[src/rtl/core/uqt_pkg.sv]
// Shared types and constants for the user quota table.
package uqt_pkg;

  localparam int unsigned DefaultDepth = 64;
  localparam int unsigned UidW = 32;
  localparam int unsigned CntW = 64;

  typedef enum logic [2:0] {
    OP_CHK_BLK = 3'd0,
    OP_CHK_INO = 3'd1,
    OP_ADD_BLK = 3'd2,
    OP_ADD_INO = 3'd3,
    OP_SET     = 3'd4,
    OP_LOOKUP  = 3'd5,
    OP_NOP6    = 3'd6,
    OP_NOP7    = 3'd7
  } op_t;

  typedef enum logic [1:0] {
    ST_IDLE   = 2'd0,
    ST_MATCH  = 2'd1,
    ST_UPDATE = 2'd2,
    ST_OUT    = 2'd3
  } state_t;

  typedef struct packed {
    logic [CntW-1:0] bused;
    logic [CntW-1:0] bsoft;
    logic [CntW-1:0] bhard;
    logic [CntW-1:0] iused;
    logic [CntW-1:0] isoft;
    logic [CntW-1:0] ihard;
  } entry_t;

  // request data handed to every cell
  typedef struct packed {
    op_t             op;
    logic [UidW-1:0] uid;
    logic [CntW-1:0] amount;
    logic [CntW-1:0] bsoft;
    logic [CntW-1:0] bhard;
    logic [CntW-1:0] isoft;
    logic [CntW-1:0] ihard;
  } req_t;

  // control from the sequencer to the cells
  typedef struct packed {
    logic hit_write;   // update matched cell
    logic alloc_write; // allocate into cell at alloc index
  } cell_ctl_t;

endpackage

[src/rtl/core/uqt_cell.sv]
// One table cell: key, counters and limits, with its own tag compare.
module uqt_cell (
  input  logic               clk,
  input  logic               rst,
  input  logic               in_use,
  input  logic               alloc_sel,
  input  uqt_pkg::cell_ctl_t ctl,
  input  uqt_pkg::req_t      req,
  input  uqt_pkg::entry_t    chain_in,
  input  logic               hit_in,
  output uqt_pkg::entry_t    chain_out,
  output logic               hit_out
);

  logic [uqt_pkg::UidW-1:0] user;
  uqt_pkg::entry_t          ent;
  uqt_pkg::entry_t          ent_next;
  logic                     match;
  logic                     match_q;
  logic                     alloc_now;

  assign match     = in_use && (user == req.uid);
  assign alloc_now = ctl.alloc_write && alloc_sel;

  always_ff @(posedge clk) begin
    if (rst) begin
      match_q <= 1'b0;
    end else begin
      match_q <= match;
    end
  end

  // merge the matched entry into the chain; at most one cell matches
  always_comb begin
    hit_out   = hit_in | match_q;
    chain_out = chain_in | ({$bits(uqt_pkg::entry_t){match_q}} & ent);
  end

  // a fresh entry starts from zero, then takes the same update as a hit
  always_comb begin
    ent_next = alloc_now ? '0 : ent;
    if (alloc_now || (ctl.hit_write && match_q)) begin
      unique case (req.op)
        uqt_pkg::OP_ADD_BLK: ent_next.bused = ent_next.bused + req.amount;
        uqt_pkg::OP_ADD_INO: ent_next.iused = ent_next.iused + req.amount;
        uqt_pkg::OP_SET: begin
          ent_next.bsoft = req.bsoft;
          ent_next.bhard = req.bhard;
          ent_next.isoft = req.isoft;
          ent_next.ihard = req.ihard;
        end
        default: ;
      endcase
    end
  end

  always_ff @(posedge clk) begin
    if (alloc_now) user <= req.uid;
    ent <= ent_next;
  end

endmodule

[config.mk]
export PLATFORM = sky130hd
export DESIGN_NAME = uqt_cell
export DESIGN_NICKNAME = d
export VERILOG_FILES = /design/src/rtl/core/uqt_pkg.sv /design/src/rtl/core/uqt_cell.sv
export SDC_FILE = /design/constraint.sdc
export NUM_CORES = 1
export LEC_CHECK = 0
export ABC_AREA = 1
export ABC_CLOCK_PERIOD_IN_PS = 4250
export BUFFER_PORTS_ARGS = -buffer_cell sky130_fd_sc_hd__buf_2
export CORE_AREA = 5 5 437 439
export CTS_BUF_LIST = sky130_fd_sc_hd__clkbuf_4 sky130_fd_sc_hd__clkbuf_8
export CTS_CLUSTER_DIAMETER = 30
export CTS_CLUSTER_SIZE = 24
export DETAILED_ROUTE_END_ITERATION = 8
export DIE_AREA = 0 0 442 444
export HOLD_SLACK_MARGIN = 0.1
export PLACE_DENSITY = 0.39
export SYNTH_ARGS = -nofsm -noshare
export SYNTH_HDL_FRONTEND = slang
export SYNTH_SLANG_ARGS = --single-unit
[constraint.sdc]
create_clock -name clk -period 4.25 [get_ports clk]
set_input_delay 0.6375 -clock clk [delete_from_list [all_inputs] [get_ports clk]]
set_output_delay 0.6375 -clock clk [all_outputs]
set_load 0.1 [all_outputs]
==> results of run 1 <==
how the worst max path moves through the flow:
stage               from       endpoint  cells after the start
3_3_place_gp   alloc_sel       ent[380]                     18
5_1_grt          match_q  chain_out[19]                      4
4_1_cts          match_q  chain_out[19]                      4
2_1_floorplan     ctl[0]       ent[379]                     16
6_report         match_q  chain_out[19]                      4
3_5_place_dp   alloc_sel       ent[380]                     18
worst reg2reg max path, stage by stage (launching register included):
cell	delay (ps)
dfxtp_4	360
buf_4	540
nand2_1	470
nand2_4	410
buf_4	840
o21ai_0	420
o21bai_1	250
nand2_1	50
sequential cells by signal (all words and copies together), names as in the netlist:
| name | count |
|---|---|
| ent | 384 |
| user | 32 |
| match_q | 1 |
cells by family (layout without fill, tap and decap cells):
| family | after synthesis | in the layout | synth area share |
|---|---|---|---|
| compound gates | 951 | 951 | 0.190 |
| xor+xnor | 47 | 47 | 0.0134 |
| fa+ha+maj | 128 | 128 | 0.0525 |
| buf+inv | 1264 | 2856 | 0.156 |
| flops | 417 | 417 | 0.281 |
| other cells | 0 | 48 | 0 |
| simple gates | 2267 | 2267 | 0.307 |
layer usage:
layer	vias up	GRT usage
met5	-	0
met4	18	0.0835
met3	442	0.0461
met2	1622	0.367
met1	18100	0.319
li1	18800	-
cell type report:
cell class	instances	area, µm²
antenna	48	120
clock buffer	251	3190
clock inverter	59	529
fill	21500	141000
inverter	1086	4080
multi-input combinational	3393	17300
sequential	417	8670
tap	2495	3120
timing repair buffer	1460	8980
synthesized netlist by cell type (16+ instances only):
master	count
nor3_1	25
buf_1	28
o21ai_1	42
dfxtp_1	385
o21bai_1	140
o21ai_0	349
a21oi_1	118
nor2_1	331
clkbuf_1	101
xor2_1	26
nand4_1	18
ha_1	126
a21o_1	263
nor2_2	21
edfxtp_1	32
o22ai_1	24
xnor2_1	21
nand3_1	410
nand2_1	1392
buf_2	48
inv_1	1057
inv_2	24
nand2_2	16
what timing repair did:
item / CTS / global route
endpoints found under the hold margin: 286 / 0
hold buffers: 285 / 0
resized for setup: 0 / 0
power by group:
group          leakage (nW)  switching [mW]  total [mW]  internal, mW
registers              3.45           0.179        4.45          4.27
clock network          1.96            2.98        7.99          5.00
logic                  20.1            4.31        5.85          1.53
per-stage QoR:
step | worst slack (ps) | hold WS (ps) | power, mW | instances
4_1_cts | 160 | 128 | 18.5 | 9161
6_report | 253 | 201 | 18.3 | 9209
3_5_place_dp | 506 | 439 | 10.1 | 8566
3_3_place_gp | 510 | 437 | 10.1 | 8566
5_1_grt | 104 | 119 | 19.2 | 9181
2_1_floorplan | 946 | 426 | 8.04 | 5074
==> flow_metrics.tcl, run 1 <==
set metrics [dict create \
    min_period_over_period 0.940 \
    final-hold-violation-count 0 \
    synth_seq_cells 417 \
    numCtsBuffers 171 \
    cts.clk_slew.worst_paths_ps 40 \
    place_area_mm2 0.0394 \
    overflow 0 \
    worstSetupStartpointType "flop" \
    reg2reg_from "match_q" \
    antenna_found_initial 166 \
    leakagePower_nw 25.5 \
    port_buffers 1130 \
    dr_wl_met2_um 106000 \
    cp_slowest_cell "buf_4" \
    cp.arrival_ps 3360 \
    synth_top_area_cell "dfxtp_1" \
    vias_per_cell 4.24 \
    synth-edff-count 32 \
    ios 1131 \
    worstHoldPathCells 3 \
    syn_area_per_cell_um2 6.07 \
    clk_latency_ps 890 \
    seq_area_frac_synth 0.281 \
    post-cts-setup-buffers 0 \
    start_util 0.165 \
    r2r-end "ent[166]" \
    final_core_util 0.246 \
    routed-wl-met3_um 14500 \
    critPathKind "reg -> out" \
    async_flop_share 0 \
    core_area_mm2 0.187 \
    synth_area_mm2 0.0308 \
    tns_ps 0 \
    netlist_instances 5074 \
    max_stage_delay_ps 610 \
    wl_met1_um 111000 \
    cp_top_family "buffers and inverters" \
    grt_use_total 0.234 \
    vdd_drop_max_mv 0.270 \
    wirelength_um 241000 \
    row_count 159 \
    slew_headroom 0.221 \
    reg2reg_depth 7 \
    tritoncts "built" \
    drt_iter0_drc 3291 \
    end_kind "primary output" \
    ff2ff_setup_slack_ps 860 \
    h-tree-depth 4 \
    finalMaxSlewViolations 0 \
    finalNetCount 7403 \
    routed.top_layer "met5" \
    drive_above_1_share 0.235 \
    fin_area_mm2 0.0460 \
    wl_per_cell_um 26.1 \
    cap_violations 0 \
    grt_pass1_wl_um 319000 \
    clock-sinks 417 \
    hp-class "in -> reg" \
    clk_path_buf_depth 3 \
    clock_skew_ps 56.8 \
    cp_common_cell "buf_4" \
    drt_pre_antenna_iters 5 \
    area_growth_pct 49.4 \
    ys_types 42 \
    hpwl_um 206000 \
    die_h_um 444 \
    die_w_um 442 \
    synth_area_leaders "dfxtp_1 (25%), nand2_1 (17%), inv_1 (13%), nand3_1 (6.7%), a21o_1 (6.4%)" \
    setup_viol 0 \
    hold_path_startpoint "req[54]" \
    synth_top_area_share 0.250 \
    grt_max_degree 181 \
    synth_ff_type "dfxtp_1" \
    mostFrequentLayoutCell "nand2_1" \
    drc 0 \
    dieArea_mm2 0.196 \
    ys_warn_count 0 \
    timing.final.crit_period_ps 4000 \
    tightest_slew_ps 1170 \
    vias 39100 \
    path_cells "buf_4 > buf_4 > a21o_1 > buf_2" \
    final_cell_mix "nand2_1 (1391), buf_2 (1130), inv_1 (1057), nand3_1 (410), dfxtp_1 (384)" \
    fmax_mhz 250 \
    cp_max_fo 49 \
    cts_root_buf "clkbuf_8" \
    grt_pass1_vias 37800 \
    cp.required_ps 3610 \
    min_to "ent[54]" \
    powerDensity_mw_per_mm2 397 \
    ant_nets 0 \
    rsz0062_at_grt "false" \
    status "completed" \
    synth_nets 5948 \
    gp_congestion 1.00 \
    cp_num_buf_inv 3 \
]
No activity file was read; power rests on OpenSTA's default activity.
==> run 2, diff against run 1 <==
--- a/config.mk
+++ b/config.mk
@@ -7,15 +7,15 @@
 export LEC_CHECK = 0
 export ABC_AREA = 1
 export ABC_CLOCK_PERIOD_IN_PS = 4250
-export BUFFER_PORTS_ARGS = -buffer_cell sky130_fd_sc_hd__buf_2
-export CORE_AREA = 5 5 437 439
+export CORE_AREA = 5 5 439 441
 export CTS_BUF_LIST = sky130_fd_sc_hd__clkbuf_4 sky130_fd_sc_hd__clkbuf_8
 export CTS_CLUSTER_DIAMETER = 30
 export CTS_CLUSTER_SIZE = 24
 export DETAILED_ROUTE_END_ITERATION = 8
-export DIE_AREA = 0 0 442 444
+export DIE_AREA = 0 0 444 446
+export DONT_BUFFER_PORTS = 1
 export HOLD_SLACK_MARGIN = 0.1
-export PLACE_DENSITY = 0.39
+export PLACE_DENSITY = 0.34
 export SYNTH_ARGS = -nofsm -noshare
 export SYNTH_HDL_FRONTEND = slang
 export SYNTH_SLANG_ARGS = --single-unit
==> run 2 against run 1 <==
Wire length is 14% lower. Global-route usage down 3.5 points. Sequential power about the same. Worst setup slack improved by 79 ps. Largest power group unchanged. Combinational power fell by 10%. Clock power rose by 2%. Register-to-register slack about the same. Critical path depth decreased by 2. Via count fell by 11%. Final cell count shrank 10%.
==> flow_metrics.tcl, run 2 (synthesis gave the netlist of run 1 again) <==
set metrics [dict create \
    status "completed" \
    clock_skew_ps 81.8 \
    finalMaxSlewViolations 0 \
    cts_resized 0 \
    vdd_drop_max_mv 0.286 \
    reg2reg_depth 6 \
    numCtsBuffers 165 \
    post-cts-setup-buffers 0 \
    hpwl_um 176000 \
    tritoncts "built" \
    seqCellArea_mm2 0.00867 \
    clock-sinks 417 \
    r2r-end "ent[289]" \
    cp_max_fo 139 \
    grt_use_total 0.199 \
    grt_max_degree 223 \
    fin_hold_ws_ps 238 \
    tightest_slew_ps 1230 \
    reg2reg_from "match_q" \
    die_w_um 444 \
    finalNetCount 6424 \
    die_h_um 446 \
    wirelength_um 208000 \
    n_fill_cell 21600 \
    cp.required_ps 3610 \
    gp_congestion 0.978 \
    dr_wl_met2_um 89800 \
    wl_met1_um 94700 \
    vias 34600 \
    regMostFlops "ent" \
    port_buffers 0 \
    cts.clk_slew.worst_paths_ps 50 \
    biggestRegsByFlops "ent (384), user (32), match_q (1)" \
    h-tree-depth 4 \
    ant_nets 0 \
    cts_root_buf "clkbuf_8" \
    rsz0062_at_grt "false" \
    cp.arrival_ps 3280 \
    routed.top_layer "met5" \
    mostFrequentLayoutCell "nand2_1" \
    end_kind "primary output" \
    vias_per_cell 4.19 \
    tns_ps 0 \
    leakagePower_nw 22.1 \
    row_count 160 \
    antenna_found_initial 128 \
    multi_input_area_mm2 0.0178 \
    clk_path_buf_depth 3 \
    drive_above_1_share 0.119 \
    critPathKind "reg -> out" \
    wl_per_cell_um 25.2 \
    final-hold-violation-count 0 \
    overflow 0 \
    largest_register_ffs 384 \
    min_period_over_period 0.922 \
    hold_path_startpoint "req[310]" \
    drt_pre_antenna_iters 6 \
    min_to "ent[182]" \
    grt_pass1_vias 32700 \
    drt_iter0_drc 2688 \
    fmax_mhz 255 \
    drc 0 \
    worstHoldPathCells 5 \
    start_util 0.163 \
    area_growth_pct 37.0 \
    ios 1131 \
    clk_latency_ps 930 \
    dieArea_mm2 0.198 \
    worstSetupStartpointType "flop" \
    grt_pass1_wl_um 272000 \
    ff2ff_setup_slack_ps 860 \
    postCtsHoldBufs 323 \
    setup_viol 0 \
    timing.final.crit_period_ps 3920 \
    core_area_mm2 0.189 \
    routed-wl-met3_um 17200 \
    hp-class "in -> reg" \
    powerDensity_mw_per_mm2 423 \
    final_cell_mix "nand2_1 (1391), inv_1 (1057), nand3_1 (410), dfxtp_1 (384), o21ai_0 (349)" \
    cap_violations 0 \
    slew_headroom 0.180 \
]
run 2: changes by cell type in the layout (fill, tap and decap cells not counted), moves of 7 or more:
cell / previous run / this run
clkinv_1: 18 / 6
diode_2: 48 / 56
o21bai_2: 0 / 126
dlygate4sd3_1: 285 / 323
buf_2: 1130 / 0
buf_4: 34 / 155
o21bai_1: 140 / 14
clkbuf_4: 42 / 35
run 2: worst max-delay path: stages, from the launching register on:
cell and delay, ps:
dfxtp_4 720, buf_12 500, a21o_1 1010
run 2: how the worst max path moves through the flow:
stage	start	to
2_1_floorplan	ctl[0]	ent[379]
3_3_place_gp	ctl[0]	ent[166]
3_5_place_dp	ctl[0]	ent[166]
4_1_cts	match_q	chain_out[227]
5_1_grt	match_q	chain_out[383]
6_report	match_q	chain_out[254]
run 2: cell type report:
| class | count | share of cell area |
|---|---|---|
| diodes | 56 | 0.00332 |
| clock buffers | 239 | 0.0728 |
| clock inverters | 56 | 0.0163 |
| inverters | 1086 | 0.0969 |
| multi-input cells | 3393 | 0.422 |
| flip-flops and latches | 417 | 0.206 |
| well taps | 2511 | 0.0745 |
| repair buffers | 487 | 0.108 |
run 2: where the power goes:
group / switching, mW / internal (mW) / leakage [nW]
registers: 0.167 / 4.27 / 3.45
clock network: 3.01 / 5.17 / 1.95
logic: 3.96 / 1.29 / 16.7
run 2: layer usage:
| layer | up-vias | track usage |
|---|---|---|
| met5 | - | 0.00586 |
| li1 | 17000 | - |
| met4 | 78 | 0.0720 |
| met3 | 337 | 0.0716 |
| met2 | 1406 | 0.295 |
| met1 | 15800 | 0.263 |
run 2: metrics by stage:
| step | power, mW | utilization | setup WS (ps) | cell area (µm²) | cells |
|---|---|---|---|---|---|
| final | 17.9 | 0.224 | 332 | 42200 | 8245 |
| after global routing | 18.8 | 0.223 | 142 | 42100 | 8215 |
| after CTS | 18.2 | 0.223 | 166 | 42100 | 8189 |
| after detailed placement | 9.44 | 0.186 | 664 | 35100 | 7571 |
| after global placement | 9.45 | 0.186 | 597 | 35100 | 7571 |
| after floorplan | 8.04 | - | 946 | 30800 | 5074 |
